--- config.mk ---
export PLATFORM = sky130hd
export DESIGN_NAME = i2c_master_byte_engine
export DESIGN_NICKNAME = d
export VERILOG_FILES = /design/src/rtl/i2cm_pkg.sv /design/src/rtl/i2c_master_byte_engine.sv
export SDC_FILE = /design/constraint.sdc
export NUM_CORES = 1
export LEC_CHECK = 0
export BUFFER_PORTS_ARGS = -buffer_cell sky130_fd_sc_hd__buf_2
export CAP_MARGIN = 40
export CORE_MARGIN = 4
export CORE_UTILIZATION = 62
export DETAILED_ROUTE_END_ITERATION = 12
export GPL_ROUTABILITY_DRIVEN = 1
export PLACE_DENSITY_LB_ADDON = 0.15
export SYNTH_ARGS = -nofsm -noshare
export SYNTH_HDL_FRONTEND = slang
export SYNTH_SLANG_ARGS = --single-unit
--- constraint.sdc ---
create_clock -name clk -period 4.4 [get_ports clk]
set_clock_uncertainty 0.1 [all_clocks]
set_input_delay 0.66 -clock clk [delete_from_list [all_inputs] [get_ports clk]]
set_output_delay 0.66 -clock clk [all_outputs]
set_load 0.05 [all_outputs]
--- src/rtl/i2cm_pkg.sv ---
// shared codes and widths for the i2c master byte engine
package i2cm_pkg;

    localparam int CMD_W   = 3;
    localparam int PHASE_W = 4;
    localparam int DELAY_W = 10;
    localparam int STR_W   = 8;
    localparam int BITC_W  = 4;
    localparam int CFG_IDX_W = 2;

    // command codes
    localparam logic [CMD_W-1:0] CMD_NONE    = 3'd0;
    localparam logic [CMD_W-1:0] CMD_START   = 3'd1;
    localparam logic [CMD_W-1:0] CMD_STOP    = 3'd2;
    localparam logic [CMD_W-1:0] CMD_WRITE   = 3'd3;
    localparam logic [CMD_W-1:0] CMD_READ    = 3'd4;
    localparam logic [CMD_W-1:0] CMD_RECOVER = 3'd5;

    // sequencer phases
    localparam logic [PHASE_W-1:0] PH_IDLE  = 4'd0;
    localparam logic [PHASE_W-1:0] PH_REL   = 4'd1;
    localparam logic [PHASE_W-1:0] PH_CHK   = 4'd2;
    localparam logic [PHASE_W-1:0] PH_S_SDA = 4'd3;
    localparam logic [PHASE_W-1:0] PH_S_SCL = 4'd4;
    localparam logic [PHASE_W-1:0] PH_P_SDA = 4'd5;
    localparam logic [PHASE_W-1:0] PH_W_BIT = 4'd6;
    localparam logic [PHASE_W-1:0] PH_W_LOW = 4'd7;
    localparam logic [PHASE_W-1:0] PH_W_SMP = 4'd8;
    localparam logic [PHASE_W-1:0] PH_R_SMP = 4'd9;
    localparam logic [PHASE_W-1:0] PH_R_END = 4'd10;
    localparam logic [PHASE_W-1:0] PH_V_LOW = 4'd11;
    localparam logic [PHASE_W-1:0] PH_FIN   = 4'd12;

    // status codes
    localparam logic [1:0] ST_OK      = 2'd0;
    localparam logic [1:0] ST_STRETCH = 2'd1;
    localparam logic [1:0] ST_BUSY    = 2'd2;
    localparam logic [1:0] ST_NACK    = 2'd3;

    // configuration register indexes
    localparam logic [CFG_IDX_W-1:0] CFG_HALF_PERIOD   = 2'd0;
    localparam logic [CFG_IDX_W-1:0] CFG_STRETCH_LIMIT = 2'd1;

    localparam logic [DELAY_W-1:0] HALF_PERIOD_RST   = 10'd5;
    localparam logic [STR_W-1:0]   STRETCH_LIMIT_RST = 8'd100;
    localparam logic [BITC_W-1:0]  DATA_BITS         = 4'd8;
    localparam logic [BITC_W-1:0]  RECOVER_PULSES    = 4'd9;

endpackage

--- src/rtl/i2c_master_byte_engine.sv ---
// i2c master byte engine: tick-driven command sequencer with registered result
// the result for a tick request is registered and shown in the cycle after it is accepted
// throughput: one tick request per cycle; in_stall rises only while the result
// register is full and out_stall holds it
// a command spans the configured half period per delay, counted in accepted tick requests
// reset: async active low, lines released, idle, half period 5, stretch limit 100
module i2c_master_byte_engine
    import i2cm_pkg::*;
(
    input  logic                 clk,
    input  logic                 rst_n,
    // tick request channel
    input  logic                 in_valid,
    output logic                 in_stall,
    input  logic [CMD_W-1:0]     command,
    input  logic [7:0]           write_data,
    input  logic                 ack_after_read,
    input  logic                 scl_in,
    input  logic                 sda_in,
    // result channel
    output logic                 out_valid,
    input  logic                 out_stall,
    output logic                 scl_drive_low,
    output logic                 sda_drive_low,
    output logic                 busy_res,
    output logic                 done_res,
    output logic [1:0]           status,
    output logic [7:0]           read_data,
    // configuration write channel
    input  logic                 cfg_valid,
    output logic                 cfg_ready,
    input  logic [CFG_IDX_W-1:0] cfg_index,
    input  logic [DELAY_W-1:0]   cfg_data
);

    logic [DELAY_W-1:0] half_reg;
    logic [STR_W-1:0]   stretch_reg;

    logic [PHASE_W-1:0] phase_reg, phase_next;
    logic [CMD_W-1:0]   cmd_reg, cmd_next;
    logic [DELAY_W-1:0] delay_reg, delay_next;
    logic [STR_W-1:0]   str_reg, str_next;
    logic [7:0]         shift_reg, shift_next;
    logic [BITC_W-1:0]  bit_reg, bit_next;
    logic               ack_reg, ack_next;
    logic               scl_low_reg, scl_low_next;
    logic               sda_low_reg, sda_low_next;
    logic [1:0]         status_reg, status_next;
    logic [7:0]         read_reg, read_next;
    logic               done_reg, done_next;
    logic               out_valid_reg;

    logic               in_accept;
    logic               act;
    logic               stop_like;
    logic               fin;
    logic [1:0]         fin_status;

    assign cfg_ready = 1'b1;
    assign in_stall  = out_valid_reg & out_stall;
    assign in_accept = in_valid & ~in_stall;

    assign out_valid     = out_valid_reg;
    assign scl_drive_low = scl_low_reg;
    assign sda_drive_low = sda_low_reg;
    assign busy_res      = (phase_reg != PH_IDLE);
    assign done_res      = done_reg;
    assign status        = status_reg;
    assign read_data     = read_reg;

    assign stop_like = (cmd_reg == CMD_STOP) ||
                       ((cmd_reg == CMD_RECOVER) && (bit_reg >= RECOVER_PULSES));

    always_comb
    begin
        phase_next   = phase_reg;
        cmd_next     = cmd_reg;
        delay_next   = delay_reg;
        str_next     = str_reg;
        shift_next   = shift_reg;
        bit_next     = bit_reg;
        ack_next     = ack_reg;
        scl_low_next = scl_low_reg;
        sda_low_next = sda_low_reg;
        status_next  = status_reg;
        read_next    = read_reg;
        done_next    = 1'b0;
        act          = 1'b0;
        fin          = 1'b0;
        fin_status   = ST_OK;

        if (phase_reg == PH_IDLE)
        begin
            // codes above recover are ignored
            if ((command >= CMD_START) && (command <= CMD_RECOVER))
            begin
                cmd_next    = command;
                status_next = ST_OK;
                str_next    = '0;
                bit_next    = '0;
                delay_next  = half_reg;
                phase_next  = PH_REL;
                unique case (command)
                    CMD_START:
                    begin
                        sda_low_next = 1'b0;
                        scl_low_next = 1'b0;
                        delay_next   = '0;
                        phase_next   = PH_CHK;
                    end
                    CMD_STOP:
                    begin
                        sda_low_next = 1'b1;
                    end
                    CMD_WRITE:
                    begin
                        shift_next   = write_data;
                        sda_low_next = ~write_data[7];
                    end
                    CMD_READ:
                    begin
                        shift_next   = '0;
                        ack_next     = ack_after_read;
                        sda_low_next = 1'b0;
                    end
                    default:
                    begin
                        sda_low_next = 1'b0;
                        scl_low_next = 1'b1;
                    end
                endcase
            end
        end
        else
        begin
            act = 1'b1;
            if (delay_reg != '0)
            begin
                delay_next = delay_reg - 1'b1;
                if (delay_next != '0)
                    act = 1'b0;
            end
        end

        if (act)
        begin
            unique case (phase_reg)
                PH_REL:
                begin
                    scl_low_next = 1'b0;
                    str_next     = '0;
                    phase_next   = PH_CHK;
                end
                PH_CHK:
                begin
                    if (str_reg >= stretch_reg)
                    begin
                        if (stop_like)
                        begin
                            // timeout during a stop, also the stop that ends a recovery, is not reported
                            sda_low_next = 1'b0;
                            delay_next   = half_reg;
                            phase_next   = PH_FIN;
                        end
                        else if ((cmd_reg == CMD_READ) && (bit_reg >= DATA_BITS))
                        begin
                            // read still completes, flagged as a timeout
                            status_next  = ST_STRETCH;
                            scl_low_next = 1'b1;
                            sda_low_next = 1'b0;
                            delay_next   = half_reg;
                            phase_next   = PH_FIN;
                        end
                        else
                        begin
                            fin        = 1'b1;
                            fin_status = ST_STRETCH;
                        end
                    end
                    else if (!scl_in)
                    begin
                        // slave still holds the clock low
                        str_next   = str_reg + 1'b1;
                        delay_next = half_reg;
                        phase_next = PH_CHK;
                    end
                    else
                    begin
                        delay_next = half_reg;
                        unique case (cmd_reg)
                            CMD_START:   phase_next = PH_S_SDA;
                            CMD_STOP:    phase_next = PH_P_SDA;
                            CMD_WRITE:   phase_next = (bit_reg < DATA_BITS) ?
                                                      PH_W_LOW : PH_W_SMP;
                            CMD_READ:    phase_next = (bit_reg < DATA_BITS) ?
                                                      PH_R_SMP : PH_R_END;
                            CMD_RECOVER: phase_next = (bit_reg < RECOVER_PULSES) ?
                                                      PH_V_LOW : PH_P_SDA;
                            default:
                            begin
                                phase_next = PH_IDLE;
                                delay_next = '0;
                            end
                        endcase
                    end
                end
                PH_S_SDA:
                begin
                    if (!sda_in)
                    begin
                        fin        = 1'b1;
                        fin_status = ST_BUSY;
                    end
                    else
                    begin
                        sda_low_next = 1'b1;
                        delay_next   = half_reg;
                        phase_next   = PH_S_SCL;
                    end
                end
                PH_S_SCL:
                begin
                    scl_low_next = 1'b1;
                    delay_next   = half_reg;
                    phase_next   = PH_FIN;
                end
                PH_P_SDA:
                begin
                    sda_low_next = 1'b0;
                    delay_next   = half_reg;
                    phase_next   = PH_FIN;
                end
                PH_W_BIT:
                begin
                    // ninth bit releases sda for the acknowledge
                    sda_low_next = (bit_reg < DATA_BITS) ? ~shift_reg[7] : 1'b0;
                    delay_next   = half_reg;
                    phase_next   = PH_REL;
                end
                PH_W_LOW:
                begin
                    scl_low_next = 1'b1;
                    shift_next   = {shift_reg[6:0], 1'b0};
                    bit_next     = bit_reg + 1'b1;
                    delay_next   = half_reg;
                    phase_next   = PH_W_BIT;
                end
                PH_W_SMP:
                begin
                    scl_low_next = 1'b1;
                    if (sda_in)
                    begin
                        fin        = 1'b1;
                        fin_status = ST_NACK;
                    end
                    else
                    begin
                        delay_next = half_reg;
                        phase_next = PH_FIN;
                    end
                end
                PH_R_SMP:
                begin
                    shift_next   = {shift_reg[6:0], sda_in};
                    scl_low_next = 1'b1;
                    bit_next     = bit_reg + 1'b1;
                    if (bit_next >= DATA_BITS)
                        sda_low_next = ack_reg;
                    delay_next   = half_reg;
                    phase_next   = PH_REL;
                end
                PH_R_END:
                begin
                    scl_low_next = 1'b1;
                    sda_low_next = 1'b0;
                    delay_next   = half_reg;
                    phase_next   = PH_FIN;
                end
                PH_V_LOW:
                begin
                    scl_low_next = 1'b1;
                    bit_next     = bit_reg + 1'b1;
                    // after the last pulse hold sda low to set up the stop
                    if (bit_next >= RECOVER_PULSES)
                        sda_low_next = 1'b1;
                    delay_next   = half_reg;
                    phase_next   = PH_REL;
                end
                PH_FIN:
                begin
                    fin        = 1'b1;
                    fin_status = status_reg;
                    if (cmd_reg == CMD_RECOVER)
                        fin_status = sda_in ? ST_OK : ST_BUSY;
                end
                default:
                begin
                    phase_next = PH_IDLE;
                    delay_next = '0;
                end
            endcase
        end

        if (fin)
        begin
            status_next = fin_status;
            if (cmd_reg == CMD_READ)
                read_next = shift_reg;
            phase_next = PH_IDLE;
            delay_next = '0;
            done_next  = 1'b1;
        end
    end

    always_ff @(posedge clk or negedge rst_n)
    begin
        if (!rst_n)
        begin
            half_reg    <= HALF_PERIOD_RST;
            stretch_reg <= STRETCH_LIMIT_RST;
        end
        else if (cfg_valid && cfg_ready)
        begin
            unique case (cfg_index)
                CFG_HALF_PERIOD:   half_reg    <= cfg_data;
                CFG_STRETCH_LIMIT: stretch_reg <= cfg_data[STR_W-1:0];
                default:           ;
            endcase
        end
    end

    always_ff @(posedge clk or negedge rst_n)
    begin
        if (!rst_n)
        begin
            phase_reg   <= PH_IDLE;
            cmd_reg     <= CMD_NONE;
            delay_reg   <= '0;
            str_reg     <= '0;
            shift_reg   <= '0;
            bit_reg     <= '0;
            ack_reg     <= 1'b0;
            scl_low_reg <= 1'b0;
            sda_low_reg <= 1'b0;
            status_reg  <= ST_OK;
            read_reg    <= '0;
            done_reg    <= 1'b0;
        end
        else if (in_accept)
        begin
            phase_reg   <= phase_next;
            cmd_reg     <= cmd_next;
            delay_reg   <= delay_next;
            str_reg     <= str_next;
            shift_reg   <= shift_next;
            bit_reg     <= bit_next;
            ack_reg     <= ack_next;
            scl_low_reg <= scl_low_next;
            sda_low_reg <= sda_low_next;
            status_reg  <= status_next;
            read_reg    <= read_next;
            done_reg    <= done_next;
        end
    end

    always_ff @(posedge clk or negedge rst_n)
    begin
        if (!rst_n)
            out_valid_reg <= 1'b0;
        else if (in_accept)
            out_valid_reg <= 1'b1;
        else if (!out_stall)
            out_valid_reg <= 1'b0;
    end

    a_done_not_busy: assert property (@(posedge clk) disable iff (!rst_n)
        done_reg |-> (phase_reg == PH_IDLE))
        else $error("done shown while a command is still running");

    a_idle_no_delay: assert property (@(posedge clk) disable iff (!rst_n)
        (phase_reg == PH_IDLE) |-> (delay_reg == '0))
        else $error("delay counter left running in idle");

    a_bit_range: assert property (@(posedge clk) disable iff (!rst_n)
        bit_reg <= RECOVER_PULSES)
        else $error("bit counter past the recovery pulse count");

    a_accept_result: assert property (@(posedge clk) disable iff (!rst_n)
        in_accept |=> out_valid_reg)
        else $error("accepted tick request produced no result");

    a_hold_state: assert property (@(posedge clk) disable iff (!rst_n)
        !in_accept |=> $stable(phase_reg) && $stable(bit_reg))
        else $error("sequencer state moved without a tick request");

endmodule
# Word level (Yosys, flattened, before mapping)
# Cells that the tools add are included.
[classes]
magnitude_cmp = 9
n_reduce_logical = 24
bitwise = 5
n_mux = 94
eq_ne = 24
addsub = 3
[ops]
columns = ["operator", "n"]
rows = [
  ["10-bit two-way mux", 13],
  ["4-bit two-way mux", 16],
  ["8-bit two-way mux", 8],
  ["10-bit one-hot mux with 5 select lines", 1],
  ["8-bit one-hot mux with 2 select lines", 3],
  ["4-bit one-hot mux with 8 select lines", 1],
  ["1-bit two-way mux", 31],
  ["2-bit two-way mux", 14],
  ["4-bit == test (second input constant)", 5],
  ["4-bit one-hot mux with 5 select lines", 1],
  ["10-bit nonzero test", 2],
  ["4-bit by 3-bit == test with 1-bit output (second input constant)", 4],
  ["4-bit greater-or-equal comparator (second input constant)", 4],
  ["3-bit by 2-bit == test with 1-bit output (second input constant)", 4],
  ["3-bit OR reduction", 4],
  ["10-bit by 1-bit subtractor with 10-bit output (second input constant)", 1],
  ["3-bit == test (second input constant)", 3],
  ["8-bit by 1-bit adder with 8-bit output (second input constant)", 1],
  ["4-bit by 2-bit == test with 1-bit output (second input constant)", 2],
  ["8-bit greater-or-equal comparator", 1],
  ["4-bit less-than comparator (second input constant)", 2],
  ["2-bit one-hot mux with 4 select lines", 1],
  ["7-bit OR reduction", 1],
  ["3-bit by 1-bit == test with 1-bit output (second input constant)", 2],
  ["24 further kinds", 34],
]
[totals]
elab_cells = 174
ff_bits = 70
out_inout_bits = 17
in_bits = 31

# Logic depth before layout (Yosys ltp)
# Gate-level depths: netlist (run 1).
[logic_depth]
word_depth = 10
ltp_mapped = 10
ltp_nobuf = 9

# Least setup slack after synthesis (run 1)
# No wires, ideal clock.
[synth_timing]
path_type = "flip-flop to flip-flop"
from = "register stretch_reg[6]"
to = "register delay_reg[0]"
synth_period_minus_slack_ns = 2.838
path_buffers = 1
setup_slack_ns = 1.562
setup_ns = 0.132
path_stages_with_launch = 11
t_arrival_ns = 2.605
path_cell_list = "dfstp_2 > inv_1 > ha_1 > a21o_1 > a221oi_1 > o21ai_0 > a31o_2 > buf_2 > or4_1 > a22oi_1 > o22ai_1"
[synth_between]
elab_chain_cells = 5
[synth_rtl]
columns = ["element", "line_no", "source"]
rows = [
  ["start: declaration", "i2c_master_byte_engine.sv:37", "logic [STR_W-1:0] stretch_reg;"],
  ["start signal: assignment", "i2c_master_byte_engine.sv:326", "CFG_STRETCH_LIMIT: stretch_reg <= cfg_data[STR_W-1:0];"],
  ["8-bit greater-or-equal comparator *", "i2c_master_byte_engine.sv:156", "if (str_reg >= stretch_reg)"],
  ["10-bit two-way mux or 1-bit two-way mux (tied branches)", "i2c_master_byte_engine.sv:156", ""],
  ["10-bit one-hot mux with 5 select lines or 1-bit one-hot mux with 4 select lines (tied branches)", "i2c_master_byte_engine.sv:147", "unique case (phase_reg)"],
  ["10-bit two-way mux or 1-bit two-way mux (tied branches)", "i2c_master_byte_engine.sv:145", "if (act)"],
  ["10-bit two-way mux *", "i2c_master_byte_engine.sv:304", "if (fin)"],
  ["end signal: assignment", "i2c_master_byte_engine.sv:353", "delay_reg <= delay_next;"],
  ["end: declaration", "i2c_master_byte_engine.sv:41", "logic [DELAY_W-1:0] delay_reg, delay_next;"],
]
# Mark *: on every way between the ends. The rest lies on a longest branch, timed or not.
# A chain may end at the register's enable or synchronous reset.

# Final worst setup path (run 1)
[layout_timing]
from = "register stretch_reg[6]"
to = "register delay_reg[1]"
# The elaborated chain is that of the path after synthesis.

==> results of run 1 <==
[Yosys cell counts (3+ instances only)]
cell type	count
nor2_1	47
a22oi_1	3
nand4b_1	3
buf_1	3
a22o_1	6
ha_1	14
mux2i_1	9
a21oi_1	45
nand2_1	55
o22ai_1	10
o221ai_1	3
a221oi_1	6
dfrtp_1	65
or3_1	10
o21ai_0	34
nor3_1	12
o21a_1	4
a31oi_1	15
dfstp_2	5
inv_1	18
mux2_2	31
nand4_1	6
or2_2	3
clkbuf_1	25
nor2b_1	9
a21o_1	7
nand3_1	16
buf_2	7
o32ai_1	3
and2_1	6
nor4_1	4
nand2b_1	8
xor2_1	5
o31ai_1	6
[per-stage QoR]
| step | power, uW | area (um^2) | cells | util | worst slack, ps |
|---|---|---|---|---|---|
| 6_report | 3160 | 5303 | 686 | 0.7158 | 1097 |
| 3_3_place_gp | 2544 | 5069 | 668 | 0.6842 | 1261 |
| 3_5_place_dp | 2592 | 5104 | 670 | 0.6889 | 1171 |
| 5_1_grt | 3390 | 5303 | 686 | 0.7158 | 975.5 |
| 4_1_cts | 3133 | 5303 | 686 | 0.7158 | 1140 |
| 2_1_floorplan | 2250 | 4837 | 556 | - | 1562 |
[layout make-up]
class                   instances  area [um^2]
multi-input cells             429         2848
clock buffers                  10        137.6
fillers                       597         2106
clock inverters                 6        61.31
inverters                      19        71.32
well taps                      99        123.9
flip-flops and latches         70         1758
repair buffers                 53        302.8
[metal layers]
layer	up-vias	track usage	part of all wire
li1	2105	-	-
met1	2127	0.3928	0.42
met2	206	0.4802	0.49
met3	25	0.04378	0.071
met4	0	0.09463	0.020
met5	-	0	0
[worst max-delay path: stages (launching register included)]
cell and delay (ps):
dfstp_2 530, inv_1 40, ha_1 310, a21o_1 190, a221oi_1 380, o21ai_0 150, buf_4 210, a31o_2 310
a21oi_1 460, o21ai_2 180, o32ai_1 330
[power breakdown]
group	total, uW	internal (uW)	switching, uW	leakage [uW]
Combinational	1480	608	871	0.00133
Sequential	1150	824	327	0.000867
Clock	530	275	255	0.000102
Total	3160	1710	1450	0.00230
[logic make-up after synthesis]
kind of cell,Yosys count
DFF,70
muxes,40
other,1
buffers and inverters,57
adders and majority gates,14
AOI/OAI and AO/OA,170
xor gates and xnor gates,7
and+or+nand+nor,197
[path summary, 6_finish.rpt]
path                           startpoint            to  slack (ps)  cells after the start
max in group asynchronous           rst_n   half_reg[0]        3510                      2
setup reg to reg           stretch_reg[6]  delay_reg[1]        1100                     10
hold reg to reg                  done_res      done_res         390                      2
hold / removal                      rst_n    bit_reg[1]          20                      1
setup / recovery           stretch_reg[6]  delay_reg[1]        1100                     10
min in group clk                 done_res      done_res         390                      2
==> impl_metrics.tcl, run 1 <==
set metrics [dict create \
    status "finished, final reports clean" \
    power.leakage_uw 0.002303 \
    yosysWarnings 0 \
    die_h_um 96.33 \
    fp.coreArea_mm2 0.007408 \
    yosys.area.top_type "dfrtp_1" \
    h-tree-depth 3 \
    place.gp.congestion 0.9723 \
    rsz0062_at_grt "no" \
    cts_tree "built" \
    root_buffer "clkbuf_8" \
    yosys.area_share.simple 0.2121 \
    synthXorXnorAreaFrac 0.01267 \
    worstHoldPathType "input pin to asynchronous set/reset pin" \
    synth_top_family_by_area "compound AO/OA/AOI/OAI gates" \
    cp.required_ps 4540 \
    grt_remaining_overflow 0 \
    whs_ps 24.92 \
    final.setup.tns_ps 0 \
    final_cell_mix "dfrtp_1 (65), nand2_1 (55), nor2_1 (47), buf_2 (46), a21oi_1 (45)" \
    crit_path_end_kind "flop" \
    grt_antenna_before_repair 0 \
    fmax_mhz 302.7 \
    synth.distinct_cells 72 \
    grt_max_degree 37 \
    min_period_ps 3303 \
    ys.flop_type "dfrtp_1" \
    cts.clk_slew.worst_paths_ps 80 \
    clockBufferDepth 2 \
    wl_per_cell_um 18.47 \
    synthMuxAreaShare 0.09079 \
    slew_violations 0 \
    drive_gt1_frac 0.2112 \
    hold_viol 0 \
    grt_pass1_wl_um 20840 \
    die_area_mm2 0.009279 \
    area_growth_pct 9.622 \
    synthArstFlopShare 1.000 \
    cp-start-kind "flop" \
    syn_nets 601 \
    fp.dieW_um 96.33 \
    post_cts.repair.setup_buffers 0 \
    path_max_fanout 14 \
    grtUsageTotal 0.2909 \
    vdd_drop_max_v 0.0003016 \
    synth-adder-area-share 0.03621 \
    final_common_cell "dfrtp_1" \
    relSlewSlack 0.4582 \
    vias_per_cell 6.506 \
    crit_arrival_ps 3440 \
    cts_hold_buf 0 \
    first_iter_violations 359 \
    avgSynthCellArea_um2 8.700 \
    drv_cap 0 \
    clock-sinks 70 \
    nets 627 \
    synth_edf_count 0 \
    syn_area_mm2 0.004837 \
    critical_path_class "flop to flop" \
    setup_viol 0 \
    cts_made_buffers 9 \
    place_hpwl_um 9144 \
    period_share 0.7507 \
    rows 31 \
    synth-compound-area-share 0.2349 \
    firstDrtPassIters 5 \
    initial_core_util 0.6529 \
    ant_nets 0 \
    powerDensity_mw_per_mm2 595.9 \
    yosys-top-cells-area "dfrtp_1 (34%), mux2_2 (7.2%), a21oi_1 (4.7%)" \
    portBuffers 46 \
    synth_seq_area_share 0.3634 \
    synthesis.instances 556 \
    ys_ff_latch 70 \
    grt_pass1_vias 4143 \
    vias 4463 \
    num_antenna_cells 0 \
    clock_insertion_delay_worst_skew_ps 360 \
    num_io_pins 48 \
    tightest_slew_ps 810.8 \
    post_cts_resize_count 0 \
    synth_top_area_frac 0.3363 \
    wirelength_um 12670 \
    drc 0 \
]
Note: power is estimated with default switching activity, not from simulation.
==> run 2, diff against run 1 <==
--- a/config.mk
+++ b/config.mk
@@ -8,7 +8,7 @@
 export BUFFER_PORTS_ARGS = -buffer_cell sky130_fd_sc_hd__buf_2
 export CAP_MARGIN = 40
 export CORE_MARGIN = 4
-export CORE_UTILIZATION = 62
+export CORE_UTILIZATION = 60
 export DETAILED_ROUTE_END_ITERATION = 12
 export GPL_ROUTABILITY_DRIVEN = 1
 export PLACE_DENSITY_LB_ADDON = 0.15
==> constraint.sdc (replaced) <==
create_clock -name clk -period 3.4 [get_ports clk]
set_clock_uncertainty 0.1 [all_clocks]
set_input_delay 0.51 -clock clk [delete_from_list [all_inputs] [get_ports clk]]
set_output_delay 0.51 -clock clk [all_outputs]
set_load 0.05 [all_outputs]
==> impl_metrics.tcl, run 2 (same netlist as run 1, synthesis figures left out) <==
set metrics [dict create \
    rsz0062_at_grt "no" \
    final_common_cell "dfrtp_1" \
    reg2reg_to "delay_reg[2]" \
    n_fill_cell 621 \
    vias_per_cell 6.486 \
    grt_pass1_vias 4365 \
    cts_tree "built" \
    rows 32 \
    final.setup.tns_ps 0 \
    wl_per_cell_um 18.01 \
    hold_viol 0 \
    period_share 0.9432 \
    num_antenna_cells 0 \
    grt_max_degree 30 \
    use_met2 0.4238 \
    powerDensity_mw_per_mm2 769.7 \
    grt_pass1_wl_um 20890 \
    post_cts_resize_count 0 \
    wirelength_um 12590 \
    r2r_start "stretch_reg[6]" \
    crit_slowest_cell "dfstp_2" \
    critPathMaxStageDelay_ps 530 \
    status "finished, final reports clean" \
    crit_top_cell "o21ai_0" \
    cts.clk_slew.worst_paths_ps 80 \
    first_iter_violations 519 \
    place_hpwl_um 9200 \
    final_cell_mix "dfrtp_1 (65), nand2_1 (55), nor2_1 (47), buf_2 (46), a21oi_1 (45)" \
    cts_hold_buf 0 \
    grtUsageTotal 0.2642 \
    clock_insertion_delay_worst_skew_ps 350 \
    portBuffers 46 \
    vias 4534 \
    design_area_mm2 0.005358 \
    cp.required_ps 3520 \
    drv_cap 0 \
    vdd_drop_max_v 0.0003463 \
    grt_remaining_overflow 0 \
    met3_usage 0.04357 \
    clock-sinks 70 \
    relSlewSlack 0.5029 \
    nets 638 \
    drc 0 \
    setup_viol 0 \
    slew_violations 0 \
    crit_chain "inv_1 > ha_1 > a21o_1 > a221oi_1 > o21ai_0 > a31o_2 > or3_1 > o21ai_0 > a21oi_1" \
    tightest_slew_ps 737.8 \
    die_area_mm2 0.009563 \
    r2r_cells 9 \
    fp.coreArea_mm2 0.007767 \
    crit_path_start "stretch_reg[6]" \
    power.leakage_uw 0.002349 \
    post_cts.repair.setup_buffers 0 \
    die_h_um 97.79 \
    cp-start-kind "flop" \
    cts_made_buffers 9 \
    fp.dieW_um 97.79 \
    crit_arrival_ps 3330 \
    worstHoldPathType "input pin to asynchronous set/reset pin" \
    crit_path_end_kind "flop" \
    root_buffer "clkbuf_8" \
    critical_path_class "flop to flop" \
    min_period_ps 3207 \
    fmax_mhz 311.8 \
    initial_core_util 0.6227 \
    drive_gt1_frac 0.2245 \
    use_met1 0.3570 \
    grt_antenna_before_repair 0 \
    crit_end "delay_reg[2]" \
    path_max_fanout 9 \
    rrSetupSlack_ps 190 \
    clockBufferDepth 2 \
    num_io_pins 48 \
    place.gp.congestion 0.9291 \
    firstDrtPassIters 6 \
    grt-busiest-layer "met2" \
    h-tree-depth 3 \
    ant_nets 0 \
    placed_cell_area_mm2 0.005170 \
    area_growth_pct 10.76 \
]
[run 2: changes by cell type in the layout (fill, tap and decap cells not counted)]
cell / change
buf_12: -1
buf_8: -1
clkinvlp_4: -1
clkinv_2: +1
clkinv_4: -1
buf_4: +13
[run 2: metal layers]
metal	vias up	wire [um]
met2	259	5766
met5	-	0
met1	2103	5300
met3	47	1101
met4	0	422
li1	2125	-
[run 2: where the power goes]
part           switching [uW]  internal [uW]  leakage, uW
Combinational            1240            830      0.00138
Sequential                306           1070     0.000867
Clock                     329            350     0.000102
[run 2: final cells by class]
type / instances / area, um^2 / area share
Inverter: 19 / 71.32 / 0.01331
Tap cell: 102 / 127.6 / 0.02382
Timing Repair Buffer: 64 / 365.4 / 0.06819
Sequential cell: 70 / 1758 / 0.3281
Clock buffer: 10 / 137.6 / 0.02569
Multi-Input combinational cell: 429 / 2848 / 0.5315
Clock inverter: 5 / 50.05 / 0.009341
[run 2: worst min path at each step]
stage,to,start,slack (ps)
2_1_floorplan,ack_reg,rst_n,110
3_3_place_gp,read_data[7],read_data[7],380
3_5_place_dp,read_data[6],read_data[6],390
4_1_cts,out_valid,rst_n,130
5_1_grt,out_valid,rst_n,140
6_report,out_valid,rst_n,100
[run 2: worst max-delay path, delay by kind of cell (launching register included)]
family,cells,cell delay [ps]
compound gates,6,1660
flops,1,530
simple gates,1,450
fa+ha+maj,1,310
buf+inv,1,40
[run 2: through the flow]
stage,worst slack (ps),total power (uW),std cells,utilization,hold WS (ps)
floorplan,562.3,2912,556,-,114.4
global placement,414.7,3339,684,0.6656,382.5
detailed placement,259.8,3410,684,0.6656,389.2
CTS,250.0,4086,699,0.6898,125.9
global route,36.86,4410,699,0.6898,142.8
finish,193.2,4124,699,0.6898,100.9
